<file path="src/rtl/assert_macros.svh">
// ----------------------------------------------------------------------------
// Assertion macros
// Shared concurrent assertion wrappers for the page table walker RTL.
// ----------------------------------------------------------------------------
`ifndef ASSERT_MACROS_SVH
`define ASSERT_MACROS_SVH

`ifndef SYNTHESIS

// Check that a property holds on every rising edge outside reset.
`define PTW_ASSERT(lbl, clk, rst_n, prop, msg) \
	lbl: assert property (@(posedge clk) disable iff (!rst_n) (prop)) else $error(msg);

// Check that a condition never holds outside reset.
`define PTW_NEVER(lbl, clk, rst_n, cond, msg) \
	lbl: assert property (@(posedge clk) disable iff (!rst_n) !(cond)) else $error(msg);

`else

`define PTW_ASSERT(lbl, clk, rst_n, prop, msg)
`define PTW_NEVER(lbl, clk, rst_n, cond, msg)

`endif

`endif

</file>
<file path="src/rtl/ptw_pkg.sv">
// ----------------------------------------------------------------------------
// ptw_pkg
// Types, field widths and helpers shared by the Sv39 walker modules.
// ----------------------------------------------------------------------------
package ptw_pkg;

	localparam int VA_W        = 39;
	localparam int PA_W        = 56;
	localparam int PPN_W       = 44;
	localparam int PTE_W       = 64;
	localparam int IDX_W       = 9;
	localparam int OFF_W       = 12;
	localparam int WIDX_W      = 13;
	localparam int ENTRIES     = 512;
	localparam int PTE_V_BIT   = 0;
	localparam int PTE_PPN_LSB = 10;
	localparam int NIB_W       = 4;
	localparam int PPN_NIBBLES = PPN_W / NIB_W;

	localparam logic CMD_WRITE = 1'b0;
	localparam logic CMD_XLATE = 1'b1;

	localparam logic [1:0] LVL_ROOT = 2'd2;
	localparam logic [1:0] LVL_MID  = 2'd1;
	localparam logic [1:0] LVL_LEAF = 2'd0;

	typedef enum logic [2:0] {
		ST_CLEAR,
		ST_IDLE,
		ST_MOD,
		ST_WAIT,
		ST_RESP
	} ptw_state_t;

	// VPN slice of a virtual address for one level of the walk
	function automatic logic [IDX_W-1:0] vpn_field(input logic [VA_W-1:0] va,
			input logic [1:0] lvl);
		logic [IDX_W-1:0] idx;
		unique case (lvl)
			LVL_ROOT: idx = va[OFF_W+2*IDX_W +: IDX_W];
			LVL_MID:  idx = va[OFF_W+IDX_W +: IDX_W];
			default:  idx = va[OFF_W +: IDX_W];
		endcase
		return idx;
	endfunction

endpackage

</file>
<file path="src/rtl/ptw_pgmod.sv">
// ----------------------------------------------------------------------------
// ptw_pgmod
// Reduce a 44-bit page number modulo the store page count, one nibble a cycle.
// ----------------------------------------------------------------------------
module ptw_pgmod import ptw_pkg::*; #(
	parameter int TABLE_PAGES = 16
) (
	input  logic                                                     clk,
	input  logic                                                     arst_n,
	input  logic                                                     start,
	input  logic [PPN_W-1:0]                                         value,
	output logic                                                     done,
	output logic [((TABLE_PAGES > 1) ? $clog2(TABLE_PAGES) : 1)-1:0] page
);

	localparam int PW   = (TABLE_PAGES > 1) ? $clog2(TABLE_PAGES) : 1;
	localparam int WR_W = PW + 5;
	localparam int CNT_W = $clog2(PPN_NIBBLES);

	logic             busy_q;
	logic             done_q;
	logic [CNT_W-1:0] cnt_q;
	logic [PPN_W-1:0] sh_q;
	logic [PW-1:0]    rem_q;
	logic [PW-1:0]    rem_next;
	logic [WR_W-1:0]  t;

	// remainder times 16 plus next nibble, then strip 8N, 4N, 2N, N
	always_comb begin
		t = WR_W'({rem_q, sh_q[PPN_W-1 -: NIB_W]});
		for (int k = 3; k >= 0; k--) begin
			if (t >= WR_W'(TABLE_PAGES << k)) begin
				t = t - WR_W'(TABLE_PAGES << k);
			end
		end
		rem_next = t[PW-1:0];
	end

	always_ff @(posedge clk or negedge arst_n) begin
		if (!arst_n) begin
			busy_q <= 1'b0;
			done_q <= 1'b0;
			cnt_q  <= '0;
		end else begin
			done_q <= 1'b0;
			if (start) begin
				busy_q <= 1'b1;
				cnt_q  <= '0;
			end else if (busy_q) begin
				cnt_q <= cnt_q + CNT_W'(1);
				if (cnt_q == CNT_W'(PPN_NIBBLES - 1)) begin
					busy_q <= 1'b0;
					done_q <= 1'b1;
				end
			end
		end
	end

	always_ff @(posedge clk) begin
		if (start) begin
			sh_q  <= value;
			rem_q <= '0;
		end else if (busy_q) begin
			sh_q  <= sh_q << NIB_W;
			rem_q <= rem_next;
		end
	end

	assign done = done_q;
	assign page = rem_q;

endmodule

</file>
<file path="config.mk">
export PLATFORM = sky130hd
export DESIGN_NAME = ptw_pgmod
export DESIGN_NICKNAME = d
export VERILOG_FILES = /design/src/rtl/assert_macros.svh /design/src/rtl/ptw_pkg.sv /design/src/rtl/ptw_pgmod.sv
export SDC_FILE = /design/constraint.sdc
export NUM_CORES = 1
export LEC_CHECK = 0
export ABC_AREA = 1
export BUFFER_PORTS_ARGS = -buffer_cell sky130_fd_sc_hd__clkbuf_2
export CAP_MARGIN = 20
export CORE_AREA = 2 2 69 71
export DETAILED_ROUTE_END_ITERATION = 10
export DIE_AREA = 0 0 71 73
export PLACE_DENSITY_LB_ADDON = 0.08
export SYNTH_ARGS = -nofsm -noshare
export SYNTH_HDL_FRONTEND = slang
export SYNTH_SLANG_ARGS = --single-unit
export TNS_END_PERCENT = 100
</file>
<file path="constraint.sdc">
create_clock -name clk -period 2.65 [get_ports clk]
set_input_delay 0.265 -clock clk [delete_from_list [all_inputs] [get_ports clk]]
set_output_delay 0.265 -clock clk [all_outputs]
set_load 0.02 [all_outputs]
</file>
======== Yosys cells after proc, flatten, opt, wreduce, memory -nomap -nowiden ========
Index checks and enable logic that the tools add are counted.
operators by class
  add/sub/neg operators ................... 5
  magnitude comparators ................... 4
  equal/unequal tests ..................... 1
  mux-type cells .......................... 14
  reduce and logical (&&, ||, !) cells .... 1
operators with widths
  cell                 count
  $mux 44              2
  $mux 9               3
  $mux 4               3
  $ge 9x5->1 const B   1
  $ge 9x6->1 const B   1
  $ge 9x7->1 const B   1
  $sub 8x8->9 const B  1
  $sub 9x6->9 const B  1
  $sub 9x7->9 const B  1
  $ge 8x8->1 const B   1
  $mux 1               6
  $add 4x1->4 const B  1
  $eq 4x4->1 const B   1
  $sub 4x1->4 const B  1
  $reduce_bool 2->1    1
word-level totals
  flip-flop bits (word level) ............. 54
  input bits .............................. 47
  word-level logic and storage cells ...... 30

======== Depth between registers and ports, before layout ========
  depth in word-level cells ............... 8
  depth in mapped cells ................... 6
  gate-level depth less buffers ........... 5

======== Least setup slack after synthesis ========
OpenSTA, ideal clock, no wires.
  kind .................................... input-to-reg
  from .................................... in start
  to ...................................... reg sh_q[0], enable pin
  data arrival time ....................... 1.518 ns
  path slack .............................. 0.730 ns
  stages on the path ...................... 4
  buffers on the path ..................... 2
  path through ............................ buf_6 > inv_4 > buf_4 > nand2_1
on the way
  longest elaborated chain between the ends .. 1
ends and longest elaborated chain
  what                         RTL line         RTL
  from (decl)                  ptw_pgmod.sv:10  input logic start,
  $reduce_bool 2->1 (no line)  --
  to (signal assigned)         ptw_pgmod.sv:61  sh_q <= value;
  to (signal assigned)         ptw_pgmod.sv:64  sh_q <= sh_q << NIB_W;
  to (decl)                    ptw_pgmod.sv:23  logic [PPN_W-1:0] sh_q;
Every way passes these cells.
A chain may end at the register's enable or synchronous reset.

======== Worst setup path in the final report ========
  from .................................... reg busy_q
  to ...................................... reg sh_q[0], enable pin
on the way
  longest elaborated chain between the ends .. 1
ends and longest elaborated chain
  what                         RTL line         RTL
  from (decl)                  ptw_pgmod.sv:20  logic busy_q;
  from (signal assigned)       ptw_pgmod.sv:41  busy_q <= 1'b0;
  from (signal assigned)       ptw_pgmod.sv:47  busy_q <= 1'b1;
  from (signal assigned)       ptw_pgmod.sv:52  busy_q <= 1'b0;
  $reduce_bool 2->1 (no line)  --
Every way passes these cells.

==> PnR_summary.wiki <==
{| class="wikitable"
! Metric !! Value
|-
| Number of max-cap violations || 0
|-
| HP Class || in -> reg
|-
| Hold_buf cts || 1
|-
| Fraction of registers with async set or reset after synthesis || 11.1%
|-
| Global route overflow || 0
|-
| Maximum number of pins on one net before global-route repair || 51
|-
| Achievable frequency || 647 MHz
|-
| Netlist area before placement || 2290 sq um
|-
| Most frequently used cell type in the post-synthesis netlist || nand2_1
|-
| Total of flip-flops plus latches after synthesis || 54
|-
| Total area of multi-input combinational cells || 637 sq um
|-
| Tot Pwr || 1.58 mW
|-
| Number of enable-type register cells in the synthesized netlist || 44
|-
| Total core area || 4540 sq um
|-
| Row count || 25
|-
| Worst Tran Pin Value || 0.465 ns
|-
| Total inserted antenna cells || 0
|-
| Share of the clock period used by the worst path || 58.3%
|-
| Post-layout instance count excluding filler cells || 335
|-
| Initial detailed-routing violation count || 123
|-
| Post-detail-place hpwl || 2500 um
|-
| Clock input transition at the sequential cells of the worst setup and hold paths || 0.09 ns
|-
| Type of destination of the critical path || flip-flop
|-
| Detailed-route DRC error count || 0
|-
| Insertion delay of the later-clocked pin in the worst-skew pair || 0.30 ns
|-
| Final worst path period need || 1.55 ns
|-
| Initial Utilization || 50.6%
|-
| Final setup violation count || 0
|-
| Buffers inserted during post-CTS setup optimization || 0
|-
| Layout-stage area growth over the synthesis result || 15.9%
|-
| Average vias per placed instance || 4.71
|-
| Synth top area share || 57.6%
|-
| Die Width || 71 um
|-
| Max transition margin || 69.0%
|-
| Worst r2r path cells || 3
|-
| Avg Synthesized Cell Area || 9.98 sq um
|-
| WP data required || 2.66 ns
|-
| Power per cell area || 594 nW/um^2
|-
| Hold Path Cell Cnt || 3
|-
| RSZ-0062 raised after global routing || no
|-
| H-tree depth || 2
|-
| Most instantiated cells after synthesis || nand2_1 (141), edfxtp_1 (44), a21oi_1 (6), dfrtp_1 (6)
|-
| CTS tree || built
|-
| Worst setup endpoint || sh_q[0]
|-
| Sinks on the clock net || 54
|-
| Cell taking the most area after synthesis || edfxtp_1
|-
| DRT Wirelength || 3830 um
|-
| Number of buffers on the longest clock path || 2
|-
| Destination of the worst register-to-register timing path || sh_q[0]
|-
| DP Cell Count || 326
|-
| Number of warnings reported in the yosys synthesis log || 0
|-
| Synthesized instance count || 230
|-
| Worst Setup Start Kind || flip-flop
|-
| Number of nets still failing antenna checks after routing || 0
|-
| End-of-flow core utilization || 58.6%
|-
| All-Layer GR Usage || 15.7%
|-
| Layout fillers || 404
|-
| Source of the critical timing path || busy_q
|-
| Cell-by-cell trace of the critical path || inv_2, nand2_2, buf_12
|-
| Root buffer cell || clkbuf_8
|-
| Global-route wire length before repair || 6290 um
|-
| Final weighted congestion in routability-driven placement || 0.729
|-
| Net count of the mapped netlist || 279
|-
| Sum Neg Setup Slack || 0 ns
|-
| Cts repair resizes || 0
|-
| Die ar. || 5180 sq um
|-
| Delay of the slowest cell on the worst path || 0.51 ns
|-
| Outcome || completed
|-
| I/O pin count || 52
|-
| Detailed-router iteration count before antenna repair || 4
|-
| Origin of the worst min-delay path || value[2]
|-
| VDD IR-drop max || 0.000313 V
|-
| Max-slew violation count || 0
|-
| Routed vias || 1578
|-
| Hold violation count in the final report || 0
|-
| Peak fanout along the critical path || 30
|-
| Buffer and inverter count on the worst path || 2
|-
| R2R setup slack || 1.10 ns
|-
| Avg WL per Cell || 11.4 um
|-
| Cell family with most CP delay || flip-flops
|-
| Clock Skews || 0.00291 ns
|-
| Synth top area cells || edfxtp_1 (58%), nand2_1 (23%), dfrtp_1 (6.5%), dfxtp_1 (3.5%), buf_4 (1.6%)
|-
| Flip-flop and latch area || 1550 sq um
|-
| Total of buffers placed on input and output ports || 51
|-
| Logic depth of the worst path, buffers included || 3
|-
| Via count of the first global-routing pass || 1411
|-
| Leakage power total || 1.35 nW
|-
| Final Hold Slack || 0.219 ns
|-
| Vert. Die Dim || 73 um
|-
| CTS Buf Count || 5
|-
| Synth cell types || 17
|-
| Flip-flop cell with the highest count after synthesis || edfxtp_1
|-
| Initial antenna violation count || 0
|-
| Worst Path Class, Setup || reg -> reg
|-
| Cell with the largest stage delay on the worst path || dfrtp_1
|-
| Final net count || 329
|-
| Proportion of layout cells with a drive suffix above 1 || 22.4%
|-
| Sequential area share after synthesis || 67.6%
|-
| Data arrival time of the critical path || 1.55 ns
|-
| Worst reg2reg startpoint || busy_q
|}
## layout make-up
cell class | count | area share, %
Sequential cell | 54 | 58.4
Timing Repair Buffer | 54 | 11.0
Clock inverter | 2 | 0.329
Tap cell | 54 | 2.54
Clock buffer | 6 | 2.73
Inverter | 7 | 1.08
Multi-Input combinational cell | 158 | 24.0
## cell families after synthesis
| kind of cell | count (synthesis) | share of synthesized area, % |
|---|---|---|
| simple gates | 149 | 24.7 |
| flops | 54 | 67.6 |
| buf+inv | 18 | 4.74 |
| compound gates | 7 | 1.85 |
| fa+ha+maj | 2 | 1.09 |
## metrics by stage
| step | setup WS (ns) | instance area [sq um] |
|---|---|---|
| after CTS | 1.09 | 2660 |
| after global routing | 1.00 | 2660 |
| after global placement | 1.04 | 2570 |
| after detailed placement | 1.04 | 2570 |
| final | 1.10 | 2660 |
| after floorplan | 0.730 | 2290 |
## how the worst min path moves through the flow
stage                     to  slack, ns
floorplan             busy_q      -0.03
global placement    cnt_q[3]        0.1
detailed placement  cnt_q[3]        0.1
CTS                  sh_q[1]       0.21
global route         sh_q[2]       0.22
finish               sh_q[2]       0.22
## tightest hold or removal path, stage by stage
cell and delay, ns:
clkbuf_2 0.07, nand2_1 0.04, inv_1 0.04
## cell usage in the layout, fill, tap and decap left out
master,count
a21oi_1,6
buf_12,1
buf_4,1
clkbuf_1,1
clkbuf_2,51
clkbuf_8,5
clkinv_1,1
clkinv_2,1
dfrtp_1,6
dfxtp_1,4
dlygate4sd3_1,1
edfxtp_1,44
ha_1,2
inv_1,5
inv_2,1
inv_4,1
nand2_1,140
nand2_2,1
nand3_1,2
nand3b_1,1
nor2_1,4
nor3_1,1
o31ai_2,1
## registers in the layout, indices dropped and copies added, names as in the netlist
name,flops
sh_q,44
done,1
busy_q,1
page,4
cnt_q,4
## per-layer routing
layer  routed length, um  up-vias  track usage (%)
li1                    -      831                -
met1                1800      703             21.0
met2                1810       40             25.3
met3                 178        4             4.28
met4                  40        0             4.82
met5                   0        -                0
## report_power, final
group / switching, mW / leakage, nW / internal, mW / total [mW]
Combinational: 0.0784 / 0.711 / 0.0610 / 0.139
Clock: 0.247 / 0.0426 / 0.182 / 0.430
Sequential: 0.0211 / 0.598 / 0.988 / 1.01
Total: 0.347 / 1.35 / 1.23 / 1.58
Note: power is estimated with default switching activity, not from simulation.
